<file path="src/rtl/core/fagc_pkg.sv">
// ----------------------------------------------------------------------------
// fagc_pkg
// Shared types and constants of the feedback AGC: datapath opcodes, the
// controller/datapath command and status words, and register map.
// ----------------------------------------------------------------------------
package fagc_pkg;

    localparam int GAIN_W     = 32;
    localparam int RATE_W     = 24;
    localparam int LEVEL_W    = 16;
    localparam int CEIL_W     = 31;
    localparam int FRAC_BITS  = 16;
    localparam int CFG_IDX_W  = 3;
    localparam int CFG_DATA_W = 32;

    // register map
    localparam logic [CFG_IDX_W-1:0] CFG_COMPLEX_MODE = 3'd0;
    localparam logic [CFG_IDX_W-1:0] CFG_ADAPT_RATE   = 3'd1;
    localparam logic [CFG_IDX_W-1:0] CFG_TARGET_LEVEL = 3'd2;
    localparam logic [CFG_IDX_W-1:0] CFG_INITIAL_GAIN = 3'd3;
    localparam logic [CFG_IDX_W-1:0] CFG_GAIN_CEILING = 3'd4;

    // reset values
    localparam logic                     RST_COMPLEX_MODE = 1'b1;
    localparam logic [RATE_W-1:0]        RST_ADAPT_RATE   = 24'd1678;
    localparam logic [LEVEL_W-1:0]       RST_TARGET_LEVEL = 16'd32767;
    localparam logic signed [GAIN_W-1:0] RST_GAIN         = 32'sd65536;
    localparam logic [CEIL_W-1:0]        RST_GAIN_CEILING = 31'd4294967;

    typedef enum logic [3:0] {
        DP_NOP,
        DP_LOAD,
        DP_MUL_I,
        DP_MUL_Q,
        DP_REAL,
        DP_SQ_I,
        DP_SQ_Q,
        DP_SUM,
        DP_SQRT,
        DP_ERR,
        DP_RATE,
        DP_UPD
    } dp_op_t;

    typedef struct packed {
        dp_op_t op;
    } dp_cmd_t;

    typedef struct packed {
        logic complex_mode;
    } dp_status_t;

endpackage

</file>
<file path="src/rtl/core/feedback_agc_real_complex_unit.sv">
// ----------------------------------------------------------------------------
// feedback_agc_real_complex_unit
// Sample-by-sample feedback AGC on real or complex words.
// ----------------------------------------------------------------------------
// Usage:
//   s_* carries one input word (sample_i, sample_q); m_* returns one scaled
//   word per input. Both use valid/ready; a word moves when both are high.
//   cfg_* writes a register (index 0..4); cfg_ready is always high. Write
//   only while the unit is idle. Writing initial_gain reloads the gain.
// Sequence:
//   Complex mode: the single shared multiplier scales I, scales Q, squares I,
//   squares Q and later forms rate times error; between them the bit-serial
//   square root (one root bit per cycle) gives the magnitude before m_valid
//   rises. Real mode skips the magnitude path.
//   One word is in flight at a time; s_ready rises together with m_valid, so
//   no new word is taken until the last one has reached the output register.
// Reset: clears the handshakes, loads the register defaults and a gain of
//   1.0. A stalled receiver holds the result in the output register; the
//   unit then finishes the next word and waits before the gain update.
// ----------------------------------------------------------------------------
module feedback_agc_real_complex_unit #(
    parameter int SAMPLE_BITS = 16
) (
    input  logic                             aclk,
    input  logic                             aresetn,
    input  logic                             s_valid,
    output logic                             s_ready,
    input  logic signed [SAMPLE_BITS-1:0]    s_sample_i,
    input  logic signed [SAMPLE_BITS-1:0]    s_sample_q,
    output logic                             m_valid,
    input  logic                             m_ready,
    output logic signed [SAMPLE_BITS-1:0]    m_out_i,
    output logic signed [SAMPLE_BITS-1:0]    m_out_q,
    input  logic                             cfg_valid,
    output logic                             cfg_ready,
    input  logic [fagc_pkg::CFG_IDX_W-1:0]   cfg_index,
    input  logic [fagc_pkg::CFG_DATA_W-1:0]  cfg_data
);
    import fagc_pkg::*;

    dp_cmd_t    cmd;
    dp_status_t status;

    assign cfg_ready = 1'b1;

    fagc_ctrl #(
        .SAMPLE_BITS(SAMPLE_BITS)
    ) u_ctrl (
        .aclk    (aclk),
        .aresetn (aresetn),
        .s_valid (s_valid),
        .s_ready (s_ready),
        .m_valid (m_valid),
        .m_ready (m_ready),
        .status  (status),
        .cmd     (cmd)
    );

    fagc_datapath #(
        .SAMPLE_BITS(SAMPLE_BITS)
    ) u_datapath (
        .aclk      (aclk),
        .aresetn   (aresetn),
        .cmd       (cmd),
        .status    (status),
        .cfg_we    (cfg_valid && cfg_ready),
        .cfg_index (cfg_index),
        .cfg_data  (cfg_data),
        .in_i      (s_sample_i),
        .in_q      (s_sample_q),
        .out_i     (m_out_i),
        .out_q     (m_out_q)
    );

endmodule

</file>
<file path="src/rtl/core/fagc_datapath.sv">
// ----------------------------------------------------------------------------
// fagc_datapath
// Configuration registers, running gain, one shared signed multiplier,
// saturation, bit-serial square root and the gain update.
// ----------------------------------------------------------------------------
module fagc_datapath #(
    parameter int SAMPLE_BITS = 16
) (
    input  logic                             aclk,
    input  logic                             aresetn,
    input  fagc_pkg::dp_cmd_t                cmd,
    output fagc_pkg::dp_status_t             status,
    input  logic                             cfg_we,
    input  logic [fagc_pkg::CFG_IDX_W-1:0]   cfg_index,
    input  logic [fagc_pkg::CFG_DATA_W-1:0]  cfg_data,
    input  logic signed [SAMPLE_BITS-1:0]    in_i,
    input  logic signed [SAMPLE_BITS-1:0]    in_q,
    output logic signed [SAMPLE_BITS-1:0]    out_i,
    output logic signed [SAMPLE_BITS-1:0]    out_q
);
    import fagc_pkg::*;

    localparam int SB     = SAMPLE_BITS;
    localparam int A_W    = (SB > RATE_W + 1) ? SB : RATE_W + 1;
    localparam int B_W    = GAIN_W;
    localparam int P_W    = A_W + B_W;
    localparam int N_W    = P_W + 1;
    localparam int ERR_W  = ((SB > LEVEL_W) ? SB : LEVEL_W) + 2;
    localparam int SQ_W   = 2 * SB;
    localparam int REM_W  = SB + 2;
    localparam int STEP_W = SB + 4;
    localparam int SHIFT  = SB + 7;

    localparam logic signed [P_W-1:0] S_MAX = {{(P_W-SB+1){1'b0}}, {(SB-1){1'b1}}};
    localparam logic signed [P_W-1:0] S_MIN = {{(P_W-SB+1){1'b1}}, {(SB-1){1'b0}}};
    localparam logic signed [N_W-1:0] G_MAX = {{(N_W-GAIN_W+1){1'b0}}, {(GAIN_W-1){1'b1}}};
    localparam logic signed [N_W-1:0] G_MIN = {{(N_W-GAIN_W+1){1'b1}}, {(GAIN_W-1){1'b0}}};

    logic                        complex_reg;
    logic [RATE_W-1:0]           rate_reg;
    logic [LEVEL_W-1:0]          target_reg;
    logic [CEIL_W-1:0]           ceil_reg;
    logic signed [GAIN_W-1:0]    gain_reg;
    logic signed [GAIN_W-1:0]    gain_next;

    logic signed [SB-1:0]        si_reg;
    logic signed [SB-1:0]        sq_reg;
    logic signed [SB-1:0]        oi_reg;
    logic signed [SB-1:0]        oq_reg;
    logic signed [SB-1:0]        out_i_reg;
    logic signed [SB-1:0]        out_q_reg;
    logic signed [P_W-1:0]       prod_reg;
    logic [SQ_W-1:0]             acc_reg;
    logic [SQ_W-1:0]             rad_reg;
    logic [REM_W-1:0]            rem_reg;
    logic [SB-1:0]               root_reg;
    logic signed [ERR_W-1:0]     err_reg;

    logic signed [A_W-1:0]       mul_a;
    logic signed [B_W-1:0]       mul_b;
    logic signed [P_W-1:0]       scaled;
    logic signed [SB-1:0]        sat_val;
    logic signed [SB:0]          sat_abs;
    logic [STEP_W-1:0]           rem_try;
    logic [STEP_W-1:0]           trial;
    logic [STEP_W-1:0]           rem_diff;
    logic signed [P_W-1:0]       delta;
    logic signed [N_W-1:0]       gain_sum;
    logic signed [GAIN_W-1:0]    gain_sat;

    assign status.complex_mode = complex_reg;
    assign out_i = out_i_reg;
    assign out_q = out_q_reg;

    // operand select for the shared multiplier
    always_comb begin
        mul_a = '0;
        mul_b = '0;
        case (cmd.op)
            DP_MUL_I: begin
                mul_a = A_W'(si_reg);
                mul_b = gain_reg;
            end
            DP_MUL_Q: begin
                mul_a = A_W'(sq_reg);
                mul_b = gain_reg;
            end
            DP_SQ_I: begin
                mul_a = A_W'(oi_reg);
                mul_b = B_W'(oi_reg);
            end
            DP_SQ_Q: begin
                mul_a = A_W'(oq_reg);
                mul_b = B_W'(oq_reg);
            end
            DP_RATE: begin
                mul_a = A_W'($signed({1'b0, rate_reg}));
                mul_b = B_W'(err_reg);
            end
            default: begin
                mul_a = '0;
                mul_b = '0;
            end
        endcase
    end

    // floor shift by the gain fraction, then clip to the sample range
    always_comb begin
        scaled = prod_reg >>> FRAC_BITS;
        if (scaled > S_MAX) begin
            sat_val = S_MAX[SB-1:0];
        end else if (scaled < S_MIN) begin
            sat_val = S_MIN[SB-1:0];
        end else begin
            sat_val = scaled[SB-1:0];
        end
        sat_abs = sat_val[SB-1] ? -(SB+1)'(sat_val) : (SB+1)'(sat_val);
    end

    // one result bit per step: bring down two radicand bits
    always_comb begin
        rem_try  = {rem_reg, rad_reg[SQ_W-1 -: 2]};
        trial    = {2'b00, root_reg, 2'b01};
        rem_diff = rem_try - trial;
    end

    // gain update: floor-scaled step, clip to 32 bits, then the ceiling
    always_comb begin
        delta    = prod_reg >>> SHIFT;
        gain_sum = N_W'(gain_reg) + N_W'(delta);
        if (gain_sum > G_MAX) begin
            gain_sat = G_MAX[GAIN_W-1:0];
        end else if (gain_sum < G_MIN) begin
            gain_sat = G_MIN[GAIN_W-1:0];
        end else begin
            gain_sat = gain_sum[GAIN_W-1:0];
        end
        gain_next = gain_sat;
        if (ceil_reg != '0 && gain_sat > $signed({1'b0, ceil_reg})) begin
            gain_next = $signed({1'b0, ceil_reg});
        end
    end

    // configuration and running gain
    always_ff @(posedge aclk) begin
        if (!aresetn) begin
            complex_reg <= RST_COMPLEX_MODE;
            rate_reg    <= RST_ADAPT_RATE;
            target_reg  <= RST_TARGET_LEVEL;
            ceil_reg    <= RST_GAIN_CEILING;
            gain_reg    <= RST_GAIN;
        end else if (cfg_we) begin
            case (cfg_index)
                CFG_COMPLEX_MODE: complex_reg <= cfg_data[0];
                CFG_ADAPT_RATE:   rate_reg    <= cfg_data[RATE_W-1:0];
                CFG_TARGET_LEVEL: target_reg  <= cfg_data[LEVEL_W-1:0];
                CFG_INITIAL_GAIN: gain_reg    <= $signed(cfg_data[GAIN_W-1:0]);
                CFG_GAIN_CEILING: ceil_reg    <= cfg_data[CEIL_W-1:0];
                default: ;
            endcase
        end else if (cmd.op == DP_UPD) begin
            gain_reg <= gain_next;
        end
    end

    // working registers
    always_ff @(posedge aclk) begin
        case (cmd.op)
            DP_MUL_I, DP_MUL_Q, DP_SQ_I, DP_SQ_Q, DP_RATE: begin
                prod_reg <= P_W'(mul_a * mul_b);
            end
            default: ;
        endcase
        case (cmd.op)
            DP_LOAD: begin
                si_reg <= in_i;
                sq_reg <= in_q;
            end
            DP_MUL_Q: oi_reg <= sat_val;
            DP_REAL: begin
                oi_reg  <= sat_val;
                oq_reg  <= '0;
                err_reg <= ERR_W'($signed({1'b0, target_reg})) - ERR_W'(sat_abs);
            end
            DP_SQ_I: oq_reg  <= sat_val;
            DP_SQ_Q: acc_reg <= prod_reg[SQ_W-1:0];
            DP_SUM: begin
                rad_reg  <= acc_reg + prod_reg[SQ_W-1:0];
                rem_reg  <= '0;
                root_reg <= '0;
            end
            DP_SQRT: begin
                rad_reg <= rad_reg << 2;
                if (rem_try >= trial) begin
                    rem_reg  <= rem_diff[REM_W-1:0];
                    root_reg <= {root_reg[SB-2:0], 1'b1};
                end else begin
                    rem_reg  <= rem_try[REM_W-1:0];
                    root_reg <= {root_reg[SB-2:0], 1'b0};
                end
            end
            DP_ERR: begin
                err_reg <= ERR_W'($signed({1'b0, target_reg}))
                         - ERR_W'($signed({1'b0, root_reg}));
            end
            DP_UPD: begin
                out_i_reg <= oi_reg;
                out_q_reg <= oq_reg;
            end
            default: ;
        endcase
    end

endmodule

</file>
<file path="src/rtl/core/fagc_ctrl.sv">
// ----------------------------------------------------------------------------
// fagc_ctrl
// Sequencer of the feedback AGC: steps the datapath through scaling,
// magnitude (complex mode only), error and gain update, and owns both stream handshakes.
// ----------------------------------------------------------------------------
module fagc_ctrl #(
    parameter int SAMPLE_BITS = 16
) (
    input  logic                  aclk,
    input  logic                  aresetn,
    input  logic                  s_valid,
    output logic                  s_ready,
    output logic                  m_valid,
    input  logic                  m_ready,
    input  fagc_pkg::dp_status_t  status,
    output fagc_pkg::dp_cmd_t     cmd
);
    import fagc_pkg::*;

    localparam int CNT_W = $clog2(SAMPLE_BITS);
    localparam logic [CNT_W-1:0] CNT_LAST = CNT_W'(SAMPLE_BITS - 1);

    typedef enum logic [3:0] {
        ST_IDLE,
        ST_MUL_I,
        ST_MUL_Q,
        ST_REAL,
        ST_SQ_I,
        ST_SQ_Q,
        ST_SUM,
        ST_SQRT,
        ST_ERR,
        ST_RATE,
        ST_UPD
    } state_t;

    state_t            state_reg;
    logic [CNT_W-1:0]  cnt_reg;
    logic              m_valid_reg;
    logic              out_free;

    assign s_ready  = (state_reg == ST_IDLE);
    assign m_valid  = m_valid_reg;
    assign out_free = !m_valid_reg || m_ready;

    always_comb begin
        case (state_reg)
            ST_IDLE:  cmd.op = (s_valid) ? DP_LOAD : DP_NOP;
            ST_MUL_I: cmd.op = DP_MUL_I;
            ST_MUL_Q: cmd.op = DP_MUL_Q;
            ST_REAL:  cmd.op = DP_REAL;
            ST_SQ_I:  cmd.op = DP_SQ_I;
            ST_SQ_Q:  cmd.op = DP_SQ_Q;
            ST_SUM:   cmd.op = DP_SUM;
            ST_SQRT:  cmd.op = DP_SQRT;
            ST_ERR:   cmd.op = DP_ERR;
            ST_RATE:  cmd.op = DP_RATE;
            ST_UPD:   cmd.op = (out_free) ? DP_UPD : DP_NOP;
            default:  cmd.op = DP_NOP;
        endcase
    end

    always_ff @(posedge aclk) begin
        if (!aresetn) begin
            state_reg   <= ST_IDLE;
            cnt_reg     <= '0;
            m_valid_reg <= 1'b0;
        end else begin
            if (m_valid_reg && m_ready) begin
                m_valid_reg <= 1'b0;
            end
            case (state_reg)
                ST_IDLE: begin
                    if (s_valid) begin
                        state_reg <= ST_MUL_I;
                    end
                end
                ST_MUL_I: state_reg <= status.complex_mode ? ST_MUL_Q : ST_REAL;
                ST_MUL_Q: state_reg <= ST_SQ_I;
                ST_REAL:  state_reg <= ST_RATE;
                ST_SQ_I:  state_reg <= ST_SQ_Q;
                ST_SQ_Q:  state_reg <= ST_SUM;
                ST_SUM: begin
                    cnt_reg   <= '0;
                    state_reg <= ST_SQRT;
                end
                ST_SQRT: begin
                    if (cnt_reg == CNT_LAST) begin
                        state_reg <= ST_ERR;
                    end else begin
                        cnt_reg <= cnt_reg + 1'b1;
                    end
                end
                ST_ERR:  state_reg <= ST_RATE;
                ST_RATE: state_reg <= ST_UPD;
                ST_UPD: begin
                    // hold until the output register is free
                    if (out_free) begin
                        m_valid_reg <= 1'b1;
                        state_reg   <= ST_IDLE;
                    end
                end
                default: state_reg <= ST_IDLE;
            endcase
        end
    end

endmodule

</file>
<file path="config.mk">
export PLATFORM = sky130hd
export DESIGN_NAME = feedback_agc_real_complex_unit
export DESIGN_NICKNAME = d
export VERILOG_FILES = /design/src/rtl/core/fagc_pkg.sv /design/src/rtl/core/feedback_agc_real_complex_unit.sv /design/src/rtl/core/fagc_datapath.sv /design/src/rtl/core/fagc_ctrl.sv
export SDC_FILE = /design/constraint.sdc
export NUM_CORES = 2
export LEC_CHECK = 0
export BUFFER_PORTS_ARGS = -buffer_cell sky130_fd_sc_hd__buf_2
export CAP_MARGIN = 20
export CELL_PAD_IN_SITES_DETAIL_PLACEMENT = 0
export CELL_PAD_IN_SITES_GLOBAL_PLACEMENT = 2
export CORE_MARGIN = 8
export CORE_UTILIZATION = 42
export DETAILED_ROUTE_END_ITERATION = 16
export GPL_ROUTABILITY_DRIVEN = 0
export PLACE_DENSITY_LB_ADDON = 0.12
export RECOVER_POWER = 100
export SYNTH_ARGS = -nofsm -noshare
export SYNTH_HDL_FRONTEND = slang
export SYNTH_HIERARCHICAL = 1
export SYNTH_SLANG_ARGS = --single-unit
</file>
<file path="constraint.sdc">
create_clock -name aclk -period 14.3 [get_ports aclk]
set_clock_uncertainty 0.15 [all_clocks]
set_input_delay 0 -clock aclk [delete_from_list [all_inputs] [get_ports aclk]]
set_output_delay 0 -clock aclk [all_outputs]
set_load 0.1 [all_outputs]
</file>
==> results.md <==
- Final ANT Viol Nets: 0
- Top delay family on crit path: adder cells
- CP Max Fanout: 24
- Post-CTS Resized: 0
- Pin count of the biggest net entering global routing: 70
- Vias per cell: 5.456
- 1st-pass router iterations: 7
- Crit path buf inv count: 9
- Most used cell, CP: fa_1
- Die height: 359.7 µm
- Flop pwr share: 18.4%
- Post-synth top cells: inv_1, fa_1, nand2_1, nor2_1, ha_1
- Startpoint types: flop
- Routed len/inst: 24.65 µm
- Gr usage total: 26.99%
- Final worst path period share: 88.61%
- PwrDens: 197.7 mW/mm²
- FP Rows: 126
- Pre-CTS setup slack: 2.628 ns
- Final Routed Wirelength: 177.1 mm
- Finished Layout Cells: 7182
- Setup TNS Final: 0 ns
- Hold crit path type: input pin to flop
- Syn_nets: 6654
- Synth Cell Area: 0.04963 mm²
- #FFs+latches synth: 382
- Drt drc: 0
- Final worst-path setup slack: 1.628 ns
- Largest register FFs: 57
- Placed insts: 6966
- Skew-Pair Late Insertion Delay: 0.64 ns
- CP arrival: 12.99 ns
- Critical Path RT: 14.62 ns
- Status: finished with violations
- Synth Flop Type: edfxtp_1
- CTS tree: done
- Synth cell types: 97
- CTS root buffer: clkbuf_16
- Clock buffer depth: 3
- Post-CTS setup repair buffer count: 0
- Pleak: 25.72 nW
- Violation count after the first detailed-route iteration: 3114
- Setup crit start: u_ctrl/state_reg[0]
- First-pass GRT wire length: 264.4 mm
- Tot Pwr: 10.86 mW
- Max_cap viols: 13
- Hold buffers post-CTS: 126
- CP Class: flop to flop
- Ranking of synthesized cells by area: fa_1, edfxtp_1, ha_1
- Sw Share: 54.79%
- Grt ovf: 0
- Post-Syn Area per Cell: 9.096 µm²
- Area leader, netlist: fa_1
- Final Hold Vio Count: 0
- Cells after Synth: 5456
- Area Overhead vs Synth: 10.71%
- IO Pins: 107
- Filler cells: 11530
- Slowest stage delay, CP: 1.00 ns
- Clock sinks: 382
- Hold wc startpoint: cfg_data[11]
- Core ar.: 0.1176 mm²
- Final setup viols: 0
- Chip width: 359.7 µm
- Most common cell in the synthesized netlist: inv_1
- Initial antenna violation count: 5
- Min Tclk post-route: 12.67 ns
- Sw power: 5.950 mW
- Clk slew on worst S/H paths: 0.06 ns
- CTS HTree Levels: 2
- Layout cell share with drive strength beyond 1: 5.652%
- Total CTS buffers: 47
- Initial Utilization: 42.20%
- Worst-margin pin slew: 3.891 ns
- Nets: 6804
- Setup crit end kind: flop
- Worst VDD drop: 0.1698 mV
- Violated checks: max-capacitance violations, max-slew violations
- Hpwl dp: 137.8 mm
- Synthesis warning total: 6
- Post-synth EDFFs: 269
- R2r startpoint: u_ctrl/state_reg[0]
- Slew Viols, Final: 523
- Total internal power: 4.909 mW
- Synth async-reset ratio: 0%
- Port bufs: 105
- Seq/Total Area, Yosys: 20.84%
- FMAX: 0.07892 GHz
- Via count: 39190
- Max-slew headroom: -159.4%
- Die Area: 0.1294 mm²
- RSZ-0062 raised after global routing: no
- Comb pwr share: 69.7%
- Crit-path slowest cell: clkbuf_1
- Synth top area share: 33.20%
- Vias in the first global route: 40360
- Share of total power in the clock network: 11.9%
==> path summary, 6_finish.rpt <==
kind	endpoint	slack, ns	depth (start not counted)
max	u_datapath/prod_reg[55]	1.63	36
min	u_datapath/target_reg[11]	0.08	4
max reg2reg	u_datapath/prod_reg[55]	1.63	36
min reg2reg	u_datapath/out_q[0]	0.30	0
==> through the flow <==
| step | hold WS [ns] | util [%] | instance area [µm²] |
|---|---|---|---|
| finish | 0.08173 | 46.71 | 54940 |
| global route | 0.08182 | 46.71 | 54930 |
| CTS | 0.03400 | 46.87 | 55130 |
| detailed placement | 0.02824 | 44.39 | 52200 |
| global placement | 0.02849 | 44.39 | 52200 |
| floorplan | -0.05113 | - | 49630 |
==> routing by layer <==
layer | track usage, % | part of all wire, % | wire length [µm] | up-vias
met5 | 0 | 0 | 0 | -
met3 | 4.066 | 6.3 | 11200 | 275
met1 | 36.25 | 43 | 75810 | 19990
met4 | 8.149 | 3.3 | 5923 | 0
li1 | - | - | - | 17680
met2 | 45.17 | 48 | 84130 | 1250
==> cell type report <==
type | instances | area (µm²) | area share (%)
inverters | 961 | 3607 | 6.566
multi-input cells | 3867 | 34850 | 63.43
diodes | 2 | 5.005 | 0.009110
clock buffers | 52 | 1237 | 2.252
well taps | 1536 | 1922 | 3.498
clock inverters | 35 | 426.7 | 0.7766
repair buffers | 347 | 2554 | 4.648
flip-flops and latches | 382 | 10340 | 18.82
==> logic make-up after synthesis <==
family                   Yosys count  share of synthesized area (%)
AND/OR/NAND/NOR                 1757                          14.97
multiplexers                      27                         0.5496
XOR/XNOR                         154                          2.718
other                              1                       0.007556
AO/OA/AOI/OAI                    802                          10.84
adder cells (fa/ha/maj)         1126                          40.84
flip-flops                       382                          20.84
buffers and inverters           1207                          9.243
==> power by group through the flow <==
stage | Clock, mW | Sequential, mW | Combinational [mW]
finish | 1.29 | 2.00 | 7.57
global route | 1.36 | 2.01 | 8.30
detailed placement | 0 | 1.98 | 7.52
floorplan | 0 | 1.81 | 4.97
global placement | 0 | 1.99 | 7.51
CTS | 1.32 | 1.96 | 7.60
==> cell usage in the layout (no fill, tap or decap), types with 60 or more instances in the layout <==
| cell type | instances |
|---|---|
| buf_2 | 69 |
| ha_1 | 303 |
| dlygate4sd3_1 | 126 |
| nand2_1 | 791 |
| buf_4 | 94 |
| dfxtp_1 | 113 |
| o21ai_0 | 114 |
| inv_1 | 958 |
| edfxtp_1 | 269 |
| nand3_1 | 91 |
| a21o_1 | 99 |
| a21oi_1 | 228 |
| clkbuf_1 | 60 |
| fa_1 | 823 |
| nor2_1 | 591 |
| xnor2_1 | 105 |
==> worst min-delay path, cell delays in order <==
cell           delay, ns
dlygate4sd3_1       0.51
buf_2               0.18
nand2_1             0.07
nand3_1             0.07
No activity file was read; power rests on OpenSTA's default activity.
